File: src/rtl/core/i2cm_pkg.sv
package i2cm_pkg;

	// Request codes on the input channel
	localparam logic [1:0] REQ_TICK  = 2'd0;
	localparam logic [1:0] REQ_WRITE = 2'd1;
	localparam logic [1:0] REQ_READ  = 2'd2;

	// Command queue between front and back
	localparam int Q_DEPTH = 2;
	localparam int QPTR_W  = $clog2(Q_DEPTH);
	localparam int QCNT_W  = $clog2(Q_DEPTH + 1);

	// Register indexes
	localparam logic REG_DEVICE_ADDRESS = 1'b0;
	localparam logic REG_ACK_WAIT_LIMIT = 1'b1;

	// Reset values of the registers
	localparam logic [6:0] DEVICE_ADDRESS_RST = 7'd80;
	localparam logic [7:0] ACK_WAIT_LIMIT_RST = 8'd250;

	// Item class decided by the front end
	typedef enum logic [1:0] {
		KIND_TICK  = 2'd0,
		KIND_WRITE = 2'd1,
		KIND_READ  = 2'd2,
		KIND_NONE  = 2'd3
	} kind_t;

	// Bus sequencer phases
	typedef enum logic [9:0] {
		PH_IDLE     = 10'b0000000001,
		PH_START    = 10'b0000000010,
		PH_WBIT     = 10'b0000000100,
		PH_ACKLOW   = 10'b0000001000,
		PH_ACKWAIT  = 10'b0000010000,
		PH_RESTART  = 10'b0000100000,
		PH_RBIT     = 10'b0001000000,
		PH_MNACK    = 10'b0010000000,
		PH_STOP     = 10'b0100000000,
		PH_STOPEND  = 10'b1000000000
	} phase_t;

	// Classified item as it sits in the queue
	typedef struct packed {
		kind_t      kind;
		logic [7:0] word_address;
		logic [7:0] write_data;
		logic       sda_in;
	} item_t;

	// Queue status seen by the front end and back end
	typedef struct packed {
		logic full;
		logic empty;
	} q_stat_t;

	// Configuration registers handed to the sequencer
	typedef struct packed {
		logic [6:0] device_address;
		logic [7:0] ack_wait_limit;
	} cfg_t;

	// One result item
	typedef struct packed {
		logic       scl_level;
		logic       sda_level;
		logic       busy_res;
		logic       done_res;
		logic [7:0] read_data;
		logic       ack_missing;
		logic       rejected;
	} result_t;

endpackage

File: src/rtl/core/i2cm_front.sv
module i2cm_front
	import i2cm_pkg::*;
(
	input  logic       in_valid,
	output logic       in_ready,
	input  logic [1:0] req_type,
	input  logic [7:0] word_address,
	input  logic [7:0] write_data,
	input  logic       sda_in,
	input  q_stat_t    q_stat,
	output logic       push,
	output item_t      push_item
);

	// Take a transaction whenever the queue has room
	assign in_ready = !q_stat.full;
	assign push     = in_valid && !q_stat.full;

	// Classify the request code
	always_comb begin
		case (req_type)
			REQ_TICK:  push_item.kind = KIND_TICK;
			REQ_WRITE: push_item.kind = KIND_WRITE;
			REQ_READ:  push_item.kind = KIND_READ;
			default:   push_item.kind = KIND_NONE;
		endcase
		push_item.word_address = word_address;
		push_item.write_data   = write_data;
		push_item.sda_in       = sda_in;
	end

endmodule

File: src/rtl/core/i2cm_queue.sv
module i2cm_queue
	import i2cm_pkg::*;
(
	input  logic    clk,
	input  logic    arst_n,
	input  logic    push,
	input  item_t   push_item,
	input  logic    pop,
	output item_t   head_item,
	output q_stat_t q_stat
);

	item_t              mem_q [Q_DEPTH];
	logic [QPTR_W-1:0]  wr_ptr_q;
	logic [QPTR_W-1:0]  rd_ptr_q;
	logic [QCNT_W-1:0]  count_q;

	assign q_stat.empty = (count_q == '0);
	assign q_stat.full  = (count_q == QCNT_W'(Q_DEPTH));
	assign head_item    = mem_q[rd_ptr_q];

	// Storage
	always_ff @(posedge clk) begin
		if (push) begin
			mem_q[wr_ptr_q] <= push_item;
		end
	end

	// Pointers and fill level
	always_ff @(posedge clk or negedge arst_n) begin
		if (!arst_n) begin
			wr_ptr_q <= '0;
			rd_ptr_q <= '0;
			count_q  <= '0;
		end else begin
			if (push) begin
				wr_ptr_q <= (wr_ptr_q == QPTR_W'(Q_DEPTH - 1)) ? '0 : wr_ptr_q + 1'b1;
			end
			if (pop) begin
				rd_ptr_q <= (rd_ptr_q == QPTR_W'(Q_DEPTH - 1)) ? '0 : rd_ptr_q + 1'b1;
			end
			if (push && !pop) begin
				count_q <= count_q + 1'b1;
			end else if (pop && !push) begin
				count_q <= count_q - 1'b1;
			end
		end
	end

endmodule

File: src/rtl/core/i2cm_back.sv
module i2cm_back
	import i2cm_pkg::*;
(
	input  logic    clk,
	input  logic    arst_n,
	input  cfg_t    cfg,
	input  q_stat_t q_stat,
	input  item_t   head_item,
	output logic    pop,
	output logic    out_valid,
	input  logic    out_ready,
	output result_t res
);

	// Sequencer state
	phase_t      phase_q;
	logic        half_q;
	logic [3:0]  bcnt_q;
	logic [7:0]  shift_q;
	logic [1:0]  bidx_q;
	logic [7:0]  ackc_q;
	logic        is_read_q;
	logic [7:0]  haddr_q;
	logic [7:0]  hdata_q;
	logic        nack_q;
	logic        scl_q;
	logic        sda_q;

	// Next values
	phase_t      phase_n;
	logic        half_n;
	logic [3:0]  bcnt_n;
	logic [7:0]  shift_n;
	logic [1:0]  bidx_n;
	logic [7:0]  ackc_n;
	logic        is_read_n;
	logic [7:0]  haddr_n;
	logic [7:0]  hdata_n;
	logic        nack_n;
	logic        scl_n;
	logic        sda_n;
	logic        done_n;
	logic        rej_n;
	logic [7:0]  rdata_n;
	logic [3:0]  bcnt_inc;
	logic [7:0]  ackc_inc;

	// Output register
	logic        out_valid_q;
	result_t     res_q;

	assign pop       = !q_stat.empty && (!out_valid_q || out_ready);
	assign out_valid = out_valid_q;
	assign res       = res_q;
	assign bcnt_inc  = bcnt_q + 4'd1;
	assign ackc_inc  = ackc_q + 8'd1;

	// One bus step per transaction
	always_comb begin
		phase_n   = phase_q;
		half_n    = half_q;
		bcnt_n    = bcnt_q;
		shift_n   = shift_q;
		bidx_n    = bidx_q;
		ackc_n    = ackc_q;
		is_read_n = is_read_q;
		haddr_n   = haddr_q;
		hdata_n   = hdata_q;
		nack_n    = nack_q;
		scl_n     = scl_q;
		sda_n     = sda_q;
		done_n    = 1'b0;
		rej_n     = 1'b0;
		rdata_n   = 8'd0;
		case (head_item.kind)
			KIND_WRITE, KIND_READ: begin
				if (phase_q != PH_IDLE) begin
					rej_n = 1'b1;
				end else begin
					is_read_n = (head_item.kind == KIND_READ);
					haddr_n   = head_item.word_address;
					hdata_n   = head_item.write_data;
					nack_n    = 1'b0;
					bidx_n    = 2'd0;
					bcnt_n    = 4'd0;
					half_n    = 1'b0;
					ackc_n    = 8'd0;
					shift_n   = 8'd0;
					phase_n   = PH_START;
				end
			end
			KIND_TICK: begin
				case (phase_q)
					PH_IDLE: begin
						scl_n = 1'b1;
						sda_n = 1'b1;
					end
					PH_START: begin
						if (!half_q) begin
							scl_n  = 1'b1;
							sda_n  = 1'b1;
							half_n = 1'b1;
						end else begin
							scl_n   = 1'b1;
							sda_n   = 1'b0;
							// R/W bit is set on the repeated start
							shift_n = {cfg.device_address, (bidx_q != 2'd0)};
							bcnt_n  = 4'd0;
							half_n  = 1'b0;
							phase_n = PH_WBIT;
						end
					end
					PH_WBIT: begin
						sda_n = shift_q[7];
						if (!half_q) begin
							scl_n  = 1'b0;
							half_n = 1'b1;
						end else begin
							scl_n   = 1'b1;
							shift_n = {shift_q[6:0], 1'b0};
							bcnt_n  = bcnt_inc;
							half_n  = 1'b0;
							if (bcnt_inc[3]) begin
								phase_n = PH_ACKLOW;
							end
						end
					end
					PH_ACKLOW: begin
						scl_n   = 1'b0;
						sda_n   = 1'b1;
						ackc_n  = 8'd0;
						half_n  = 1'b0;
						phase_n = PH_ACKWAIT;
					end
					PH_ACKWAIT: begin
						sda_n = 1'b1;
						if (!half_q) begin
							scl_n  = 1'b1;
							half_n = 1'b1;
						end else if (!head_item.sda_in) begin
							// ACK seen: pick the next step
							scl_n  = 1'b0;
							half_n = 1'b0;
							bcnt_n = 4'd0;
							case (bidx_q)
								2'd0: begin
									bidx_n  = 2'd1;
									shift_n = haddr_q;
									phase_n = PH_WBIT;
								end
								2'd1: begin
									bidx_n = 2'd2;
									if (is_read_q) begin
										phase_n = PH_RESTART;
									end else begin
										shift_n = hdata_q;
										phase_n = PH_WBIT;
									end
								end
								default: begin
									if (is_read_q) begin
										shift_n = 8'd0;
										phase_n = PH_RBIT;
									end else begin
										phase_n = PH_STOP;
									end
								end
							endcase
						end else begin
							ackc_n = ackc_inc;
							if (ackc_inc >= cfg.ack_wait_limit) begin
								// timeout: abandon with a stop
								nack_n  = 1'b1;
								scl_n   = 1'b0;
								half_n  = 1'b0;
								phase_n = PH_STOP;
							end else begin
								scl_n = 1'b1;
							end
						end
					end
					PH_RESTART: begin
						scl_n   = 1'b0;
						sda_n   = 1'b1;
						half_n  = 1'b0;
						phase_n = PH_START;
					end
					PH_RBIT: begin
						sda_n = 1'b1;
						if (!half_q) begin
							if (bcnt_q != 4'd0) begin
								shift_n = {shift_q[6:0], head_item.sda_in};
							end
							scl_n = 1'b0;
							if (bcnt_q[3]) begin
								phase_n = PH_MNACK;
							end else begin
								half_n = 1'b1;
							end
						end else begin
							scl_n  = 1'b1;
							bcnt_n = bcnt_inc;
							half_n = 1'b0;
						end
					end
					PH_MNACK: begin
						scl_n   = 1'b1;
						sda_n   = 1'b1;
						half_n  = 1'b0;
						phase_n = PH_STOP;
					end
					PH_STOP: begin
						sda_n = 1'b0;
						if (!half_q) begin
							scl_n  = 1'b0;
							half_n = 1'b1;
						end else begin
							scl_n   = 1'b1;
							half_n  = 1'b0;
							phase_n = PH_STOPEND;
						end
					end
					PH_STOPEND: begin
						scl_n   = 1'b1;
						sda_n   = 1'b1;
						done_n  = 1'b1;
						if (is_read_q && !nack_q) begin
							rdata_n = shift_q;
						end
						phase_n = PH_IDLE;
					end
					default: begin
						scl_n   = 1'b1;
						sda_n   = 1'b1;
						phase_n = PH_IDLE;
					end
				endcase
			end
			default: begin
			end
		endcase
	end

	// State and result registers
	always_ff @(posedge clk or negedge arst_n) begin
		if (!arst_n) begin
			phase_q     <= PH_IDLE;
			half_q      <= 1'b0;
			bcnt_q      <= 4'd0;
			shift_q     <= 8'd0;
			bidx_q      <= 2'd0;
			ackc_q      <= 8'd0;
			is_read_q   <= 1'b0;
			haddr_q     <= 8'd0;
			hdata_q     <= 8'd0;
			nack_q      <= 1'b0;
			scl_q       <= 1'b1;
			sda_q       <= 1'b1;
			out_valid_q <= 1'b0;
		end else begin
			if (pop) begin
				phase_q   <= phase_n;
				half_q    <= half_n;
				bcnt_q    <= bcnt_n;
				shift_q   <= shift_n;
				bidx_q    <= bidx_n;
				ackc_q    <= ackc_n;
				is_read_q <= is_read_n;
				haddr_q   <= haddr_n;
				hdata_q   <= hdata_n;
				nack_q    <= nack_n;
				scl_q     <= scl_n;
				sda_q     <= sda_n;
			end
			if (pop) begin
				out_valid_q <= 1'b1;
			end else if (out_ready) begin
				out_valid_q <= 1'b0;
			end
		end
	end

	// Result payload
	always_ff @(posedge clk) begin
		if (pop) begin
			res_q.scl_level   <= scl_n;
			res_q.sda_level   <= sda_n;
			res_q.busy_res    <= (phase_n != PH_IDLE);
			res_q.done_res    <= done_n;
			res_q.read_data   <= rdata_n;
			res_q.ack_missing <= nack_n;
			res_q.rejected    <= rej_n;
		end
	end

endmodule

File: src/rtl/core/i2c_eeprom_byte_access_master.sv
// Channel  Handshake             Payload
// in       in_valid / in_ready   req_type, word_address, write_data, sda_in
// out      out_valid / out_ready scl_level, sda_level, busy_res, done_res,
//                                read_data, ack_missing, rejected
// cfg      APB write, pready=1   device_address @0x0, ack_wait_limit @0x4
//
// One transaction per clock sustained while the output is not stalled; each
// input is registered in the two-entry command queue, then in the output
// register by the bus sequencer step. Async reset clears the queue and the
// sequencer (idle, lines released), loads cfg defaults, drops out_valid.
// A stalled output holds the sequencer; the queue takes inputs until full.
module i2c_eeprom_byte_access_master
	import i2cm_pkg::*;
(
	input  logic        clk,
	input  logic        arst_n,
	// configuration
	input  logic        psel,
	input  logic        penable,
	input  logic        pwrite,
	input  logic [2:0]  paddr,
	input  logic [31:0] pwdata,
	output logic [31:0] prdata,
	output logic        pready,
	// input channel
	input  logic        in_valid,
	output logic        in_ready,
	input  logic [1:0]  req_type,
	input  logic [7:0]  word_address,
	input  logic [7:0]  write_data,
	input  logic        sda_in,
	// output channel
	output logic        out_valid,
	input  logic        out_ready,
	output logic        scl_level,
	output logic        sda_level,
	output logic        busy_res,
	output logic        done_res,
	output logic [7:0]  read_data,
	output logic        ack_missing,
	output logic        rejected
);

	cfg_t    cfg_q;
	q_stat_t q_stat;
	item_t   push_item;
	item_t   head_item;
	logic    push;
	logic    pop;
	result_t res;
	logic    cfg_wr;

	// Register file
	assign pready = 1'b1;
	assign cfg_wr = psel && penable && pwrite && pready;

	always_ff @(posedge clk or negedge arst_n) begin
		if (!arst_n) begin
			cfg_q.device_address <= DEVICE_ADDRESS_RST;
			cfg_q.ack_wait_limit <= ACK_WAIT_LIMIT_RST;
		end else if (cfg_wr) begin
			case (paddr[2])
				REG_DEVICE_ADDRESS: cfg_q.device_address <= pwdata[6:0];
				REG_ACK_WAIT_LIMIT: cfg_q.ack_wait_limit <= pwdata[7:0];
				default: begin
				end
			endcase
		end
	end

	always_comb begin
		case (paddr[2])
			REG_DEVICE_ADDRESS: prdata = {25'd0, cfg_q.device_address};
			REG_ACK_WAIT_LIMIT: prdata = {24'd0, cfg_q.ack_wait_limit};
			default:            prdata = 32'd0;
		endcase
	end

	i2cm_front u_front (
		.in_valid     (in_valid),
		.in_ready     (in_ready),
		.req_type     (req_type),
		.word_address (word_address),
		.write_data   (write_data),
		.sda_in       (sda_in),
		.q_stat       (q_stat),
		.push         (push),
		.push_item    (push_item)
	);

	i2cm_queue u_queue (
		.clk       (clk),
		.arst_n    (arst_n),
		.push      (push),
		.push_item (push_item),
		.pop       (pop),
		.head_item (head_item),
		.q_stat    (q_stat)
	);

	i2cm_back u_back (
		.clk       (clk),
		.arst_n    (arst_n),
		.cfg       (cfg_q),
		.q_stat    (q_stat),
		.head_item (head_item),
		.pop       (pop),
		.out_valid (out_valid),
		.out_ready (out_ready),
		.res       (res)
	);

	assign scl_level   = res.scl_level;
	assign sda_level   = res.sda_level;
	assign busy_res    = res.busy_res;
	assign done_res    = res.done_res;
	assign read_data   = res.read_data;
	assign ack_missing = res.ack_missing;
	assign rejected    = res.rejected;

`ifndef ASSERT_OFF
	// end of stop leaves the sequencer idle
	a_done_not_busy: assert property (@(posedge clk) disable iff (!arst_n)
		out_valid && done_res |-> !busy_res)
		else $error("done with busy still set");

	// a received byte only shows up with done
	a_rdata_with_done: assert property (@(posedge clk) disable iff (!arst_n)
		out_valid && (read_data != 8'd0) |-> done_res)
		else $error("read data outside done");

	// a rejected command leaves the running transaction busy
	a_reject_busy: assert property (@(posedge clk) disable iff (!arst_n)
		out_valid && rejected |-> busy_res && !done_res)
		else $error("reject while idle");
`endif

endmodule

File: config.mk
export PLATFORM = sky130hd
export DESIGN_NAME = i2c_eeprom_byte_access_master
export DESIGN_NICKNAME = d
export VERILOG_FILES = /design/src/rtl/core/i2cm_pkg.sv /design/src/rtl/core/i2cm_front.sv /design/src/rtl/core/i2cm_queue.sv /design/src/rtl/core/i2cm_back.sv /design/src/rtl/core/i2c_eeprom_byte_access_master.sv
export SDC_FILE = /design/constraint.sdc
export NUM_CORES = 1
export LEC_CHECK = 0
export ABC_CLOCK_PERIOD_IN_PS = 6390
export BUFFER_PORTS_ARGS = -buffer_cell sky130_fd_sc_hd__buf_2
export CAP_MARGIN = 40
export CORE_MARGIN = 2
export CORE_UTILIZATION = 35
export DETAILED_ROUTE_END_ITERATION = 6
export SETUP_SLACK_MARGIN = 0.05
export SLEW_MARGIN = 15
export SYNTH_ARGS = -nofsm -noshare
export SYNTH_HDL_FRONTEND = slang
export SYNTH_SLANG_ARGS = --single-unit
File: constraint.sdc
create_clock -name clk -period 6.39 [get_ports clk]
set_input_delay 0.9585 -clock clk [delete_from_list [all_inputs] [get_ports clk]]
set_output_delay 0.9585 -clock clk [all_outputs]
set_load 0.01 [all_outputs]
==> qor.csv <==
stage;metric;value;unit
clock_network;CTS resizes;0;
critical_path;CP Max Fanout;6;
pwr;Final Total Pwr;0.003292;W
grt;GR Overflow Total;0;
drt;Post-Route WL;15250;µm
pwr;Cell Int Power;0.002111;W
drt;post-route ant nets;0;
sta;final-report setup violation count;0;
hold_path;Hold Crit Class;primary input to async pin;
yosys;Gate Count Post-Synth;615;
yosys;Synth Register Bits;125;
floorplanning;I/O Pins;110;
yosys;Synth warnings;0;
pwr;switching pwr;0.001181;W
yosys;Post-synth ARST share;58.40;%
yosys;Synth Area in XOR/XNOR;2.253;%
clock_network;CTS tree;built;
floorplanning;row cnt;50;
sta;Hold Fails Final Rpt;0;
grt;first-pass GRT wire length;25190;µm
clock_network;H-tree levels;4;
critical_path;Worst path slowest cell;a311oi_1;
floorplanning;initial core utilization;35.44;%
grt;Most Crowded Layer GR;met2;
yosys;top post-synthesis cells by area;edfxtp_1, dfrtp_1, dfstp_2, mux2_2, mux2i_1;
critical_path;CP cell instances;ha_1 -> nand3_1 -> nor2_1 -> xor2_1 -> ha_1 -> a21o_1 -> a211o_1 -> a311oi_1 -> o31ai_1 -> and3_1 -> o41ai_1;
finish;final net count;742;
floorplanning;Die Y;141.4;µm
finish;Multi-input gate area;2864;µm²
critical_path;crit-path max cell delay;0.64;ns
pwr;Clock Power Share;29.0;%
pwr;combinational share of power;32.3;%
placement;RD Place Congestion;0.9200;
grt;GR Layer Usage met3;3.847;%
pwr;PwrDens;429.4;nW/µm²
critical_path;critical path data arrival time;3.76;ns
critical_path;Setup crit end kind;flip-flop;
sta;Final Cycle Share;53.95;%
clock_network;post-CTS setup repair buffer count;0;
pwr;Seq pwr share;38.7;%
drt;WL per Instance;16.70;µm
grt;vias in the first global route;4849;
critical_path;R2R cell count;11;
yosys;dominant cell type by area after synthesis;edfxtp_1;
sta;Worst Max-Slew Pin Slew;0.7983;ns
finish;FILL cells;1774;
sta;min Tclk post-route;3.447;ns
drt;DR iter-0 viols;339;
grt;met2 Use GR;25.80;%
grt;largest net degree at the start of global routing;62;
finish;design area;7667;µm²
sta;final slew viol count;0;
clock_network;Clock Pin Slew Worst Setup and Hold Paths;0.06;ns
yosys;mean post-synth cell area;10.74;µm²
grt;Total GRT Usage;16.00;%
placement;Buffers on Ports;58;
yosys;mux contribution to synthesized area;8.502;%
floorplanning;die area;19990;µm²
grt;met1 GRT Util;20.97;%
yosys;Synth Area in Compound Gates;13.08;%
critical_path;FF-to-FF Start;u_back.ackc_q[0];
sta;RSZ-0062 raised after global routing;false;
finish;area taken by flip-flops and latches;3402;µm²
job;reported max-cap violation count;0;
yosys;top cell type's share of synthesized area;23.63;%
yosys;Syn Std Cell Area;6608;µm²
finish;share of layout cells above drive strength 1;21.65;%
critical_path;FF-to-FF End;u_back.phase_q[1];
finish;Syn-to-layout area delta;16.04;%
floorplanning;Placeable Area;18640;µm²
critical_path;Worst setup SP type;flip-flop;
yosys;simple-gate share of the synthesized area;15.24;%
critical_path;WS Path Type;flip-flop to flip-flop;
clock_network;CTS buffer count;17;
grt;antenna violations before repair;0;
yosys;distinct cell type count after synthesis;74;
finish;Antenna Cells;0;
placement;HPWL Detailed;11030;µm
yosys;largest family of logic cells by synthesized area;simple AND/OR/NAND/NOR gates;
yosys;Primary FF master, synth;dfrtp_1;
drt;vias per std cell;5.308;
clock_network;clk sink count;125;
drt;First-pass DRT Iterations;4;
pwr;maximum vdd ir drop;0.2380;mV
yosys;most instantiated library cell after synthesis;dfrtp_1;
critical_path;r2r setup slk;2.94;ns
clock_network;cts hold-fix bufs;0;
pwr;switching share of power;35.87;%
outcome;outcome;complete, no violations;
drt;total number of vias;4846;
sta;Clock Skew;0.01120;ns
pwr;Leakage;3.225;nW
clock_network;worst skew pair latency;0.42;ns
yosys;sequential share of the synthesized area;51.49;%
sta;fmax;290.1;MHz
clock_network;Clk Tree Root Cell;clkbuf_16;
critical_path;critical path required time;6.70;ns
yosys;number of flops mapped to enable cells by yosys;52;
sta;setup TNS;0;ns
yosys;list of most frequent post-synthesis cells;dfrtp_1, edfxtp_1, nand2_1;
critical_path;most frequent CP cell;ha_1;
yosys;post-synthesis adder-cell area fraction;2.840;%
drt;drt drc;0;
placement;placed standard-cell area;7072;µm²
floorplanning;die width;141.4;µm
clock_network;clock tree buffer depth;2;
sta;Slew HR;46.42;%
cell type report:
cell class / instances / share of cell area [%]
multi-input cells: 431 / 37.35
flip-flops and latches: 125 / 44.37
inverters: 22 / 1.077
clock inverters: 11 / 1.338
repair buffers: 69 / 5.614
clock buffers: 21 / 6.430
well taps: 234 / 3.819
placed cells by master, fill, tap and decap left out, drive strengths merged, types with 5 or more instances in the layout:
cell,instances
buf,68
dfrtp,62
edfxtp,52
nand2,48
nor2,43
a21oi,32
o21ai,29
mux2i,28
nor3,27
mux2,25
conb,25
inv,24
clkbuf,21
nand3,16
ha,15
xnor2,11
nand4,11
dfstp,11
and2,11
nand2b,8
nor4,8
a221oi,7
xor2,6
o2bb2ai,6
a311o,6
and3,5
a31oi,5
clkinv,5
per-layer routing:
metal	share of wire, %	vias to the layer above
met1	44	2356
met5	0	-
met4	2.4	0
li1	-	2307
met3	5.7	28
met2	48	155
sequential cells by signal, summed over array words and instances, names as in the netlist:
name and cells:
cfg_q 15, u_back.ackc_q 8, u_back.is_read_q 1, u_queue.rd_ptr_q 1, u_back.hdata_q 8, u_back.bidx_q 2
u_back.sda_q 1, u_back.shift_q 8, u_back.bcnt_q 4, u_back.phase_q 10, u_back.haddr_q 8, u_queue.wr_ptr_q 1
u_back.res 14, u_queue.count_q 2, u_back.out_valid 1, u_queue.mem_q 38, u_back.half_q 1, u_back.nack_q 1
u_back.scl_q 1
per-stage QoR:
| stage | cells | worst slack [ns] | utilization, % | hold slack (ns) |
|---|---|---|---|---|
| final | 913 | 2.943 | 41.13 | 0.4720 |
| after global routing | 913 | 2.716 | 41.13 | 0.4774 |
| after CTS | 913 | 3.011 | 41.13 | 0.4662 |
| after detailed placement | 881 | 3.028 | 37.93 | 0.4736 |
| after global placement | 875 | 2.712 | 37.38 | 0.4671 |
| after floorplan | 638 | 3.121 | - | 0.4586 |
worst max-delay path, delay by kind of cell, from the launching register on:
kind | cells | cell delay [ns]
simple gates | 3 | 0.48
flops | 1 | 0.42
xor+xnor | 1 | 0.23
fa+ha+maj | 2 | 0.53
compound gates | 5 | 1.69
power groups by stage:
stage | clock network, W | logic (W) | registers (W)
2_1_floorplan | 0 | 0.000785 | 0.00121
3_3_place_gp | 0 | 0.000977 | 0.00130
3_5_place_dp | 0 | 0.00106 | 0.00129
4_1_cts | 0.000977 | 0.00107 | 0.00128
5_1_grt | 0.00101 | 0.00118 | 0.00130
6_report | 0.000955 | 0.00106 | 0.00127
how the worst max path moves through the flow:
| stage | from | to | slack (ns) | cells past startpoint |
|---|---|---|---|---|
| 2_1_floorplan | u_queue.rd_ptr_q | u_back.shift_q[0] | 3.12 | 12 |
| 6_report | u_back.ackc_q[0] | u_back.phase_q[1] | 2.94 | 11 |
| 3_5_place_dp | u_queue.rd_ptr_q | u_back.shift_q[2] | 3.03 | 9 |
| 3_3_place_gp | u_queue.rd_ptr_q | u_back.bcnt_q[0] | 2.71 | 7 |
| 5_1_grt | u_back.ackc_q[0] | u_back.phase_q[1] | 2.72 | 11 |
| 4_1_cts | u_queue.rd_ptr_q | u_back.bcnt_q[0] | 3.01 | 8 |
kinds of logic (layout without fill, tap and decap cells):
logic type | after synthesis | in the layout
simple gates | 198 | 198
mux | 53 | 53
other cells | 2 | 25
flops | 125 | 125
xor+xnor | 17 | 17
compound gates | 123 | 123
buf+inv | 82 | 123
fa+ha+maj | 15 | 15
Note: power is estimated with default switching activity, not from simulation.
